`config.mk`:
```
export PLATFORM = sky130hd
export DESIGN_NAME = wzh_geom
export DESIGN_NICKNAME = d
export VERILOG_FILES = /design/src/sv/wzh_pkg.sv /design/src/sv/wzh_geom.sv
export SDC_FILE = /design/constraint.sdc
export NUM_CORES = 1
export LEC_CHECK = 0
export BUFFER_PORTS_ARGS = -buffer_cell sky130_fd_sc_hd__buf_4
export CORE_MARGIN = 4
export CORE_UTILIZATION = 50
export DETAILED_ROUTE_END_ITERATION = 10
export PLACE_DENSITY = 0.73
export SYNTH_ARGS = -nofsm -noshare
export SYNTH_HDL_FRONTEND = slang
export SYNTH_SLANG_ARGS = --single-unit
```
`constraint.sdc`:
```
create_clock -name clk -period 17.5 [get_ports clk]
set_input_delay 3.5 -clock clk [delete_from_list [all_inputs] [get_ports clk]]
set_output_delay 3.5 -clock clk [all_outputs]
set_load 0.01 [all_outputs]
```
`src/sv/wzh_pkg.sv`:
```
package wzh_pkg;

	localparam int IDX_W   = 4;
	localparam int COORD_W = 16;
	localparam int SIZE_W  = 15;
	localparam int TB_W    = 8;
	localparam int DEPTH_W = 5;
	localparam logic [TB_W-1:0] TB_RESET = 8'd24;

	typedef enum logic [2:0] {
		REQ_WRITE  = 3'd0,
		REQ_RAISE  = 3'd1,
		REQ_REMOVE = 3'd2,
		REQ_TOP    = 3'd3,
		REQ_FRAME  = 3'd4,
		REQ_CLIENT = 3'd5
	} req_t;

	typedef enum logic [2:0] {
		ST_IDLE,
		ST_START,
		ST_REMOVE,
		ST_PUSH,
		ST_SCAN,
		ST_FIN
	} state_t;

	typedef struct packed {
		logic                      en;
		logic [IDX_W-1:0]          slot;
		logic signed [COORD_W-1:0] x;
		logic signed [COORD_W-1:0] y;
		logic [SIZE_W-1:0]         w;
		logic [SIZE_W-1:0]         h;
		logic                      active;
		logic                      minimized;
	} geom_wr_t;

	typedef struct packed {
		logic             valid;
		logic [IDX_W-1:0] slot;
	} geom_rd_t;

	typedef struct packed {
		logic             valid;
		logic             hit;
		logic [IDX_W-1:0] slot;
	} geom_res_t;

	typedef struct packed {
		logic signed [COORD_W-1:0] x;
		logic signed [COORD_W-1:0] y;
		logic [SIZE_W-1:0]         w;
		logic [SIZE_W-1:0]         h;
	} geom_t;

endpackage

```
`src/sv/wzh_geom.sv`:
```
module wzh_geom import wzh_pkg::*; #(
	parameter int WINDOW_SLOTS = 16
) (
	input  logic                      clk,
	input  logic                      arst_n,
	input  geom_wr_t                  wr,
	input  geom_rd_t                  rd,
	input  req_t                      mode,
	input  logic signed [COORD_W-1:0] px,
	input  logic signed [COORD_W-1:0] py,
	input  logic [TB_W-1:0]           tb,
	output geom_res_t                 res
);

	localparam int AW = (WINDOW_SLOTS > 1) ? $clog2(WINDOW_SLOTS) : 1;

	geom_t            geom_mem [WINDOW_SLOTS];
	logic [1:0]       marks_q  [WINDOW_SLOTS];

	geom_t            g_s2;
	logic [1:0]       marks_s2;
	logic             valid_s2;
	logic [IDX_W-1:0] slot_s2;

	logic signed [17:0] x0, x1, ylo, y1, pxe, pye, yt;
	logic               in_box;

	always_ff @(posedge clk) begin
		if (wr.en) begin
			geom_mem[AW'(wr.slot)] <= '{x: wr.x, y: wr.y, w: wr.w, h: wr.h};
		end
		g_s2    <= geom_mem[AW'(rd.slot)];
		slot_s2 <= rd.slot;
	end

	always_ff @(posedge clk or negedge arst_n) begin
		if (!arst_n) begin
			for (int i = 0; i < WINDOW_SLOTS; i++) begin
				marks_q[i] <= 2'b00;
			end
			marks_s2 <= 2'b00;
			valid_s2 <= 1'b0;
		end else begin
			if (wr.en) begin
				marks_q[AW'(wr.slot)] <= {wr.minimized, wr.active};
			end
			marks_s2 <= marks_q[AW'(rd.slot)];
			valid_s2 <= rd.valid;
		end
	end

	// shared compare unit, one stack entry per cycle
	always_comb begin
		x0     = {{2{g_s2.x[COORD_W-1]}}, g_s2.x};
		x1     = x0 + $signed({3'b000, g_s2.w});
		yt     = {{2{g_s2.y[COORD_W-1]}}, g_s2.y};
		y1     = yt + $signed({10'd0, tb}) + $signed({3'b000, g_s2.h});
		ylo    = (mode == REQ_FRAME) ? yt : (yt + $signed({10'd0, tb}));
		pxe    = {{2{px[COORD_W-1]}}, px};
		pye    = {{2{py[COORD_W-1]}}, py};
		in_box = (pxe >= x0) && (pxe < x1) && (pye >= ylo) && (pye < y1);
		res.valid = valid_s2;
		res.slot  = slot_s2;
		res.hit   = (marks_s2 == 2'b01) && ((mode == REQ_TOP) || in_box);
	end

endmodule

```
* Word level (Yosys, flattened, before mapping)
Memories as Yosys holds them, arrays and structs flattened. A register that Yosys moved wholly into a read port is not among the register bits.
Index checks and enable logic that the tools add are counted.
** Storage, ports and cells
- Memories :: 1
- Output and inout bits :: 6
- Register bits :: 39
- Logic and storage cells :: 50
- RAM bits :: 992
- Input port bits :: 119
** Memories
- geom_mem :: words 16, width 62, rd ports 1, clocked after Yosys merged registers in 1, wr ports 1, line wzh_geom.sv:17 : geom_t geom_mem [WINDOW_SLOTS];
** Operators by class
- Reduce and logical (&&, ||, !) cells :: 6
- Bitwise operators :: 2
- Equal/unequal tests :: 3
- $lt $le $gt $ge :: 7
- Add/sub/neg operators :: 3
- Muxes and demuxes :: 9
** Operators by type and width (number)
- 32-bit bitwise mux :: 1
- 18-bit by 16-bit adder with 18-bit output :: 1
- 16-bit by 18-bit >= comparator with 1-bit output :: 1
- 16-bit by 18-bit less-than comparator with 1-bit output :: 1
- 18-bit two-way mux :: 1
- 16-bit by 16-bit adder with 17-bit output :: 1
- 16-bit by 9-bit adder with 17-bit output :: 1
- 16-bit by 17-bit less-than comparator with 1-bit output :: 1
- 16-bit >= comparator :: 1
- 5-bit >= comparator, second input constant :: 2
- 4-bit NOT with 5-bit output :: 2
- 2-bit binary-select mux with 4-bit select :: 1
- 2-bit demux with 4-bit select :: 1
- 2-bit two-way mux :: 3
- 1-bit logical AND :: 5
- 5-bit by 1-bit less-than comparator with 1-bit output, second input constant :: 1
- 3-bit by 2-bit equality test with 1-bit output, second input constant :: 1
- 3-bit equality test, second input constant :: 1
- 2-bit by 1-bit equality test with 1-bit output, second input constant :: 1
- 1-bit two-way mux :: 2
- 1-bit logical OR :: 1

* Depth between registers and ports, before layout
Gate-level depths: netlist of the first run.
- Word-level depth :: 7
- Depth in mapped cells :: 23
- Mapped depth without buffers :: 23

* Worst setup path before layout of the first run
OpenSTA, ideal clock, no wires.
- Kind :: input to register
- Start :: input port wr[65] (netlist bit)
- End :: register marks_q[22] (netlist bit)
- Setup time :: 95 ps
- Data required time :: 17405 ps
- Path buffers :: 1
- Path slack :: 6649 ps
- Arrival :: 10756 ps
- Stages on the path :: 3
- Cells stage by stage :: clkbuf_1 -> nor4_1 -> mux2_2
** On the way
- Word-level cells in the longest chain between the ends :: 6
- Elaborated cells between the ends (all ways) :: 7
- Classes of those cells :: order compare (2); mux (3); bitwise (1); reduce/logical (1)
** Ends and longest elaborated chain
- start: declaration :: line wzh_geom.sv:6 : input geom_wr_t wr,
- 4-bit NOT with 5-bit output (implied by the code) (*) :: line wzh_geom.sv:45 : marks_q[AW'(wr.slot)] <= {wr.minimized, wr.active};
- 5-bit >= comparator (implied by the code) / 5-bit by 1-bit less-than comparator with 1-bit output (equally long branches) :: line wzh_geom.sv:45
- 1-bit logical AND (implied by the code) :: line wzh_geom.sv:45
- 2-bit two-way mux (implied by the code) :: line wzh_geom.sv:45
- 2-bit demux with 4-bit select (*) :: line wzh_geom.sv:45
- 32-bit bitwise mux (*) :: line wzh_geom.sv:45
- end signal: indexed assignment :: line wzh_geom.sv:45
- end: declaration :: line wzh_geom.sv:18 : logic [1:0] marks_q [WINDOW_SLOTS];
Every way passes the cells marked *; elsewhere a longest branch is shown, timed or not.
A chain may end at the register's enable or synchronous reset.

==> results.cfg, run 1 <==
[grt]
grt_pass1_wl_mm = 144.2
antenna_found_initial = 14
grt_pass1_vias = 21900
grt.total_usage_pct = 21.02
grt-ovfl-total = 0
grt_max_degree = 121

[placed_design]
placed_area_mm2 = 0.04611
placement.io_buffers = 124
gp_congestion = 0.8756
post-dp-hpwl_mm = 52.58

[timing]
hold_ws_ns = 0.4769
fin_skew_ns = 0.02431
rsz0062_at_grt = no
worst_pin_slew_ns = 1.170
maxSlewHeadroom_pct = 21.98
max_freq_ghz = 0.08325
setup_violations = 0
fin_tns_setup_ns = 0
min_period_over_period_pct = 68.64
drv_slew = 0
min_period_ns = 12.01
timing_hold_violations_final = 0

[yosys]
synth_seq_cells = 1093
yosys_warnings = 0
synthArstFlopShare_pct = 3.202
yosysSeqAreaShare_pct = 72.83
syn_nets = 2259
synth_flop_cell = edfxtp_1
netlist_area_mm2 = 0.04392
synth_edf_count = 992
netlist_instances = 2032
synth_area_per_cell_um2 = 21.61
yosys.cell_types.count = 63

[setup_path]
cp_slowest_stage_delay_ns = 0.54
worst_setup_path_end_kind = output port
r2r-end = g_s2[41]
cpMostUsedCell = ha_1
crit_chain = buf_4 -> ha_1 -> inv_1 -> fa_1 -> nor2b_1 -> o21ai_0 -> a21oi_1 -> o21ai_1 -> and2_1 -> xnor2_1 -> ha_1 -> inv_1 -> a211oi_1 -> nand3_1 -> a21o_1 -> xnor2_1 -> ha_1 -> a211oi_1 -> mux2i_1 -> nor4_1 -> nand4_1 -> o22ai_1 -> buf_4
worst-endpoint-arrival_ns = 8.51
cp-start-kind = primary input
worstSetupPathType = in -> out
crit_buf_inv = 4
path_depth = 23
cp_max_fo = 9
cp-startpoint = tb[0]
path_delay_family = compound AO/OA/AOI/OAI gates
rrSetupSlack_ns = 15.91
r2r_start = geom_mem[13][41]
ff2ff_path_depth = 2
endpoint = res[4]
cp_slowest_cell = o21ai_1
cp_data_required_time_ns = 14.00

[detailed_routing]
routed_wl_mm = 96.44
dr.pass1.iters = 5
drc = 0
viasPerCell = 6.018
drt_iter0_drc = 2193
vias = 20890
antenna_left = 0
wire_per_inst_um = 27.78

[clock_network]
cts_buffer_depth = 3
post-cts-setup-buffers = 0
clk_latency_ns = 0.66
cts-root-buf = clkbuf_16
clkSinkCount = 1093
cts_buffers = 106
cts_resized = 0
cts_tree = done
postCtsHoldBufs = 0
clk_pin_slew_ns = 0.06
cts-htree-levels = 3

[finish]
n_fill_cell = 6182
final_area_mm2 = 0.04974
synthToLayoutAreaGrowth_pct = 13.26
post-route-util_pct = 57.24
drive_above_1_share_pct = 28.81
multi_input_area_mm2 = 0.01134
nets = 2444
ff_latch_area_mm2 = 0.03199

[power]
powerDensity_mw_per_mm2 = 118.6
total_power_mw = 5.901
ir_drop_uv = 100.3
p_leak_nw = 16.55

[floorplan]
io_pins = 125
die_width_um = 304.4
die_height_um = 304.4
core_area_mm2 = 0.08689
initial_core_util_pct = 50.54
fp-row-count = 108
dieArea_mm2 = 0.09264

[flow_run]
maxCapViolCount = 0

[worst_hold_path]
hold_path.class = reg -> reg

[run_status]
status = complete, no violations
==> worst min path at each step <==
stage	cells past startpoint	endpoint	slack, ns	start
floorplan	2	marks_q[20]	0.44	marks_q[20]
global placement	2	marks_q[21]	0.45	marks_q[21]
detailed placement	2	marks_q[21]	0.46	marks_q[21]
CTS	2	marks_q[21]	0.48	marks_q[21]
global route	2	marks_q[21]	0.49	marks_q[21]
finish	2	marks_q[21]	0.48	marks_q[21]
==> report_power, final <==
part,internal [mW],switching [mW]
Clock,1.39,0.933
Combinational,0.279,0.326
Sequential,2.93,0.0401
==> Yosys cell counts (12+ instances only) <==
library cell | number | share of area, %
edfxtp_1 | 992 | 68
mux4_2 | 296 | 15
ha_1 | 105 | 3.0
dfxtp_1 | 66 | 3.0
a21oi_1 | 46 | 0.52
nand2_1 | 45 | 0.38
inv_1 | 38 | 0.32
dfrtp_1 | 35 | 2.0
clkbuf_1 | 31 | 0.26
mux2_2 | 30 | 0.77
o21ai_0 | 28 | 0.32
xnor2_1 | 28 | 0.56
nor2_1 | 27 | 0.23
mux4_1 | 24 | 1.4
buf_6 | 17 | 0.44
buf_1 | 16 | 0.14
nor3_1 | 16 | 0.18
xor2_1 | 16 | 0.32
nand3_1 | 14 | 0.16
a211oi_1 | 12 | 0.21
==> cells in the final DEF, fill, tap and decap left out, types with 5 or more instances in the layout <==
cell / instances
mux2i_1: 7
mux4_1: 24
clkbuf_1: 24
and2_1: 5
clkinvlp_4: 6
clkbuf_8: 10
clkbuf_16: 109
a21o_1: 10
nand3_1: 14
clkinv_2: 20
o211ai_1: 5
mux4_2: 296
clkinv_1: 14
nand2b_1: 8
nor2b_1: 9
nor2_4: 6
nor2_1: 21
buf_4: 153
dfrtp_1: 35
o21a_1: 11
edfxtp_1: 992
a21oi_1: 46
xnor2_1: 28
o21ai_0: 28
nor3_2: 6
mux2_2: 30
nand4_1: 10
a211oi_1: 12
xor2_1: 16
inv_1: 36
nor3_1: 10
nand2_1: 45
bufinv_16: 14
ha_1: 105
o21bai_1: 7
a31oi_1: 7
diode_2: 8
dfxtp_1: 66
==> routing by layer <==
layer  GRT usage, %  share of wire (%)
met3          5.797                8.4
met2          34.69                 50
met1          28.29                 39
met5              0              0.057
met4          4.918                1.9
==> metrics by stage <==
stage / worst slack, ns / instances
finish: 5.488 / 3471
detailed placement: 5.647 / 3264
global placement: 5.759 / 3264
CTS: 5.621 / 3463
floorplan: 6.649 / 2032
global route: 5.088 / 3465
==> worst reg2reg max path, cell delays in order (launching register included) <==
cell      delay, ns
edfxtp_1       0.37
mux4_1         0.52
mux4_2         0.54
==> cells by family (layout without fill, tap and decap cells) <==
logic type | count (synthesis) | after routing | synth area share, %
AND/OR/NAND/NOR | 156 | 156 | 1.761
multiplexers | 357 | 357 | 17.54
AO/OA/AOI/OAI | 156 | 156 | 2.302
buffers and inverters | 118 | 394 | 1.553
other | 0 | 8 | 0
flip-flops | 1093 | 1093 | 72.83
adder cells (fa/ha/maj) | 108 | 108 | 3.128
XOR/XNOR | 44 | 44 | 0.8775
==> layout make-up <==
class	count	share of cell area (%)
multi-input combinational	821	22.79
tap	1155	2.906
sequential	1093	64.31
clock buffer	143	5.942
clock inverter	56	1.303
timing repair buffer	156	2.410
inverter	39	0.2994
antenna	8	0.04025
==> sequential cells by signal (all words and copies together) (netlist names) <==
name / cells
slot_s2: 4
marks_q: 32
geom_mem: 992
valid_s2: 1
marks_s2: 2
g_s2: 62
(Power assumes the default switching activity.)
==> run 2, diff against run 1 <==
--- a/config.mk
+++ b/config.mk
@@ -5,11 +5,12 @@
 export SDC_FILE = /design/constraint.sdc
 export NUM_CORES = 1
 export LEC_CHECK = 0
+export ABC_AREA = 1
 export BUFFER_PORTS_ARGS = -buffer_cell sky130_fd_sc_hd__buf_4
 export CORE_MARGIN = 4
 export CORE_UTILIZATION = 50
 export DETAILED_ROUTE_END_ITERATION = 10
-export PLACE_DENSITY = 0.73
+export PLACE_DENSITY = 0.76
 export SYNTH_ARGS = -nofsm -noshare
 export SYNTH_HDL_FRONTEND = slang
 export SYNTH_SLANG_ARGS = --single-unit
==> constraint.sdc (replaced) <==
create_clock -name clk -period 10.9 [get_ports clk]
set_input_delay 2.18 -clock clk [delete_from_list [all_inputs] [get_ports clk]]
set_output_delay 2.18 -clock clk [all_outputs]
set_load 0.01 [all_outputs]
==> results.cfg, run 2 <==
[run_status]
status = complete, no violations

[placed_design]
post-dp-hpwl_mm = 62.03
place_inst = 4714
gp_congestion = 0.8729
dp_slack_ns = 2.268
placement.io_buffers = 124

[clock_network]
clk_latency_ns = 0.68
cts-htree-levels = 3
cts_resized = 0
clkSinkCount = 1093
post-cts-setup-buffers = 0
postCtsHoldBufs = 0
cts_tree = done
cts_buffers = 103
clk_pin_slew_ns = 0.06
cts_buffer_depth = 3
cts-root-buf = clkbuf_16

[floorplan]
die_height_um = 312.7
io_pins = 125
die_width_um = 312.7
core_area_mm2 = 0.09194
initial_core_util_pct = 50.48
fp-row-count = 111
dieArea_mm2 = 0.09777

[power]
powerDensity_mw_per_mm2 = 179.3
p_leak_nw = 19.05
total_power_mw = 9.214
ir_drop_uv = 131.9

[setup_path]
cp-startpoint = tb[0]
worst-endpoint-arrival_ns = 6.46
cp_max_fo = 5
cp_data_required_time_ns = 8.72
cpMostUsedCell = nand2_1
cp_slowest_stage_delay_ns = 0.41
path_delay_family = compound AO/OA/AOI/OAI gates
worstSetupPathType = in -> out
r2r_start = geom_mem[1][21]
cp-start-kind = primary input
cp_slowest_cell = fa_1
worst_setup_path_end_kind = output port
rrSetupSlack_ns = 9.45
crit_buf_inv = 4

[finish]
stdcell_count = 4915
drive_above_1_share_pct = 9.093
regMostFlops = geom_mem
layout_commonest_cell = edfxtp_1
final_cell_mix = 992 x edfxtp_1, 364 x inv_1, 317 x a21oi_1, 317 x o21ai_0, 287 x nand2_1
n_fill_cell = 7152
largest_reg_flops = 992
synthToLayoutAreaGrowth_pct = 10.71
reg_top3 = geom_mem x992, g_s2 x62, marks_q x32
nets = 3803

[detailed_routing]
met3_length_mm = 10.04
dr_wl_met2_mm = 52.69
vias = 27870
drc = 0
drt_iter0_drc = 2937
wire_per_inst_um = 22.63
routed_wl_mm = 111.2
highest_layer = met5
dr.pass1.iters = 5
viasPerCell = 5.671
drt-met1-wl_mm = 45.54
antenna_left = 0

[worst_hold_path]
min-delay-start = marks_q[7]
hold_path.class = reg -> reg

[yosys]
yosys.cell_types.count = 39
yosysTopAreaCell = edfxtp_1
synth_edf_count = 992
synth_seq_cells = 1093
synth_flop_cell = edfxtp_1
synthTopCellsByArea = edfxtp_1 64%, mux2i_1 5.6%, o211ai_1 4.1%
synthArstFlopShare_pct = 3.202
netlist_instances = 3497
yosys-top-cells-count = 992 x edfxtp_1, 365 x inv_1, 317 x a21oi_1, 317 x o21ai_0, 287 x nand2_1
yosysSeqAreaShare_pct = 68.91
syn_nets = 3724
yosysMostFrequentCell = edfxtp_1
yosys_warnings = 0
synth_area_per_cell_um2 = 13.27
netlist_area_mm2 = 0.04641
synth_top_area_share_pct = 64.18

[grt]
grt_pass1_vias = 27210
grt_max_degree = 199
antenna_found_initial = 18
grt-ovfl-total = 0
grt_pass1_wl_mm = 166.2
grt.total_usage_pct = 22.33

[timing]
max_freq_ghz = 0.1157
min_period_over_period_pct = 79.26
worst_pin_slew_ns = 1.174
fin_tns_setup_ns = 0
drv_slew = 0
setup_violations = 0
maxSlewHeadroom_pct = 21.72
min_period_ns = 8.640
timing_hold_violations_final = 0
rsz0062_at_grt = no
worst_slack_ns = 2.260
fin_skew_ns = 0.03432

[flow_run]
maxCapViolCount = 0
==> run 2: changes by cell type after synthesis, moves of 67 or more <==
| cell | change |
|---|---|
| mux4_2 | -296 |
| inv_1 | +327 |
| nand3_1 | +90 |
| o211ai_1 | +248 |
| o21ai_0 | +289 |
| a21oi_1 | +271 |
| nand2_1 | +242 |
| clkbuf_1 | +67 |
| mux2i_1 | +253 |
==> run 2: per-stage QoR <==
stage | hold WS, ns | util [%] | instance area, um^2
final | 0.4793 | 55.89 | 51390
after global routing | 0.5052 | 55.87 | 51370
after CTS | 0.4834 | 55.86 | 51360
after detailed placement | 0.4678 | 52.31 | 48090
after global placement | 0.4600 | 52.31 | 48090
after floorplan | 0.4478 | - | 46410
==> run 2: logic make-up (layout without fill, tap and decap cells) <==
logic type / Yosys count / count (layout) / share of synthesized area [%]
adders and majority gates: 108 / 108 / 2.960
DFF: 1093 / 1093 / 68.91
xor gates and xnor gates: 37 / 37 / 0.6982
buffers and inverters: 555 / 720 / 5.699
and+or+nand+nor: 480 / 480 / 4.222
muxes: 260 / 260 / 5.607
AOI/OAI and AO/OA: 964 / 964 / 11.90
other: 0 / 10 / 0
==> run 2: power breakdown <==
group / switching, mW / total [mW] / leakage, nW / internal [mW]
clock: 1.51 / 3.44 / 1.60 / 1.92
sequential: 0.0648 / 4.77 / 9.94 / 4.70
combinational: 0.646 / 1.01 / 7.51 / 0.362
==> run 2: worst reg2reg max path: cells and delay by family (launching register included) <==
kind | cells | cell delay, ns
buffers and inverters | 1 | 0.06
and+or+nand+nor | 1 | 0.32
AOI/OAI and AO/OA | 4 | 0.50
DFF | 1 | 0.36
==> run 2: layout make-up <==
class	instances	area, um^2	area share, %
inverter	369	1396	2.717
tap	1243	1555	3.027
timing repair buffer	160	1245	2.423
multi-input combinational	1849	11910	23.17
antenna	10	25.02	0.04870
clock inverter	51	400.4	0.7792
clock buffer	140	2870	5.586
sequential	1093	31990	62.25
==> run 2: worst paths after layout <==
check,endpoint,cells after the start
worst max-delay path,res[4],30
worst min register to register,marks_q[7],2
max in group asynchronous,marks_q[24],1
min in group asynchronous,valid_s2,1
worst max register to register,g_s2[21],6
worst min-delay path,marks_q[7],2
==> run 2: per-layer routing <==
metal | vias to the layer above | track usage (%)
met5 | - | 0
met4 | 14 | 7.288
met3 | 200 | 4.912
met2 | 1106 | 36.08
met1 | 13570 | 30.37
li1 | 12980 | -
==> run 3, diff against run 2 <==
--- a/config.mk
+++ b/config.mk
@@ -10,7 +10,7 @@
 export CORE_MARGIN = 4
 export CORE_UTILIZATION = 50
 export DETAILED_ROUTE_END_ITERATION = 10
-export PLACE_DENSITY = 0.76
+export PLACE_DENSITY = 0.73
 export SYNTH_ARGS = -nofsm -noshare
 export SYNTH_HDL_FRONTEND = slang
 export SYNTH_SLANG_ARGS = --single-unit
==> constraint.sdc (replaced) <==
create_clock -name clk -period 8.3 [get_ports clk]
set_input_delay 1.66 -clock clk [delete_from_list [all_inputs] [get_ports clk]]
set_output_delay 1.66 -clock clk [all_outputs]
set_load 0.01 [all_outputs]
==> results.cfg, run 3 (synthesis gave the netlist of run 2 again) <==
[run_status]
status = complete, no violations

[finish]
regMostFlops = geom_mem
synthToLayoutAreaGrowth_pct = 11.19
nets = 3802
ff_latch_area_mm2 = 0.03199
layout_commonest_cell = edfxtp_1
n_fill_cell = 7265
reg_top3 = geom_mem x992, g_s2 x62, marks_q x32
drive_above_1_share_pct = 9.274
final_cell_mix = 992 x edfxtp_1, 364 x inv_1, 317 x a21oi_1, 317 x o21ai_0, 287 x nand2_1
multi_input_area_mm2 = 0.01191
largest_reg_flops = 992

[clock_network]
cts-root-buf = clkbuf_16
clk_pin_slew_ns = 0.06
clk_latency_ns = 0.69
clkSinkCount = 1093
cts_resized = 0
postCtsHoldBufs = 0
cts_buffer_depth = 3
cts_tree = done
post-cts-setup-buffers = 0
cts-htree-levels = 3
cts_buffers = 104

[placed_design]
placement.io_buffers = 124
gp_congestion = 0.8781
post-dp-hpwl_mm = 61.59

[setup_path]
cp_max_fo = 5
worst_setup_path_end_kind = output port
path_delay_family = simple AND/OR/NAND/NOR gates
cp-start-kind = primary input
cp_slowest_cell = fa_1
cpMostUsedCell = nand2_1
crit_buf_inv = 4
worst-endpoint-arrival_ns = 6.04
cp_data_required_time_ns = 6.64
cp_slowest_stage_delay_ns = 0.41
worstSetupPathType = in -> out

[grt]
grt_pass1_vias = 26930
grt_pass1_wl_mm = 167.1
antenna_found_initial = 22
grt.total_usage_pct = 22.65
grt-ovfl-total = 0
grt_max_degree = 193

[floorplan]
initial_core_util_pct = 50.48
fp-row-count = 111
die_width_um = 312.7
dieArea_mm2 = 0.09777
io_pins = 125
core_area_mm2 = 0.09194
die_height_um = 312.7

[timing]
min_period_ns = 7.698
drv_slew = 0
max_freq_ghz = 0.1299
fin_tns_setup_ns = 0
min_period_over_period_pct = 92.75
maxSlewHeadroom_pct = 24.01
timing_hold_violations_final = 0
rsz0062_at_grt = no
worst_pin_slew_ns = 1.137
hold_ws_ns = 0.4883
fin_skew_ns = 0.03553
setup_violations = 0

[power]
switching_share_pct = 24.00
p_leak_nw = 19.14
powerDensity_mw_per_mm2 = 238.4
intPower_mw = 9.352
seq_power_share_pct = 50.9
p_comb_share_pct = 10.8
ir_drop_uv = 170.8
p_sw_mw = 2.953
clkPwrFrac_pct = 38.4

[detailed_routing]
viasPerCell = 5.687
routed_wl_mm = 113.0
drt_iter0_drc = 2956
antenna_left = 0
wire_per_inst_um = 22.96
drc = 0
dr.pass1.iters = 6
vias = 27980

[flow_run]
maxCapViolCount = 0

[worst_hold_path]
hold_path.class = reg -> reg
==> run 3: cell count changes in the layout (fill, tap and decap cells not counted), moves of 3 or more <==
cell / before / now
clkbuf_1: 25 / 31
buf_4: 155 / 150
clkinv_16: 1 / 4
clkinv_1: 20 / 11
bufinv_16: 3 / 8
clkinv_2: 19 / 25
buf_12: 2 / 5
inv_8: 4 / 1
==> run 3: path summary, 6_finish.rpt <==
| path | slack [ns] | end | depth (start not counted) | startpoint |
|---|---|---|---|---|
| min reg2reg | 0.49 | marks_q[31] | 2 | marks_q[31] |
| min in group asynchronous | 0.94 | valid_s2 | 1 | arst_n |
| max reg2reg | 6.75 | g_s2[21] | 6 | geom_mem[1][21] |
| max | 0.60 | res[4] | 31 | tb[0] |
| min | 0.49 | marks_q[31] | 2 | marks_q[31] |
| max in group asynchronous | 7.00 | marks_q[5] | 1 | arst_n |
==> run 3: cell type report <==
cell class / instances / share of cell area, %
Clock inverter: 52 / 1.118
Timing Repair Buffer: 158 / 2.456
Tap cell: 1243 / 3.014
Sequential cell: 1093 / 61.98
Antenna cell: 11 / 0.05334
Inverter: 369 / 2.706
Clock buffer: 145 / 5.601
Multi-Input combinational cell: 1849 / 23.07
==> run 3: power by group through the flow <==
stage	Combinational [mW]	Clock, mW	Sequential, mW
floorplan	0.929	0	6.34
global placement	1.28	0	6.37
detailed placement	1.32	0	6.37
CTS	1.32	4.78	6.26
global route	1.50	5.01	6.27
finish	1.32	4.72	6.26
==> run 3: through the flow <==
step	worst slack, ns	instances	util, %	instance area (um^2)	power (mW)
2_1_floorplan	1.389	3497	-	46410	7.268
3_3_place_gp	0.6666	4712	52.33	48110	7.654
3_5_place_dp	0.6162	4712	52.33	48110	7.691
4_1_cts	0.5971	4909	56.10	51580	12.36
5_1_grt	0.2231	4909	56.10	51580	12.78
6_report	0.6021	4920	56.13	51610	12.30
==> run 3: worst reg2reg max path, stage by stage, from the launching register on <==
cell and delay, ns:
edfxtp_1 0.36, inv_1 0.07, a21oi_1 0.06, o21ai_0 0.10, o21ai_0 0.12, o211ai_1 0.27
nand2_1 0.34
==> run 3: metal layers <==
metal	wire length [um]	global-route usage [%]	share of wire, %
met1	47140	31.15	42
met2	52920	36.37	47
met3	9905	5.355	8.8
met4	2863	6.472	2.5
met5	127	0	0.11
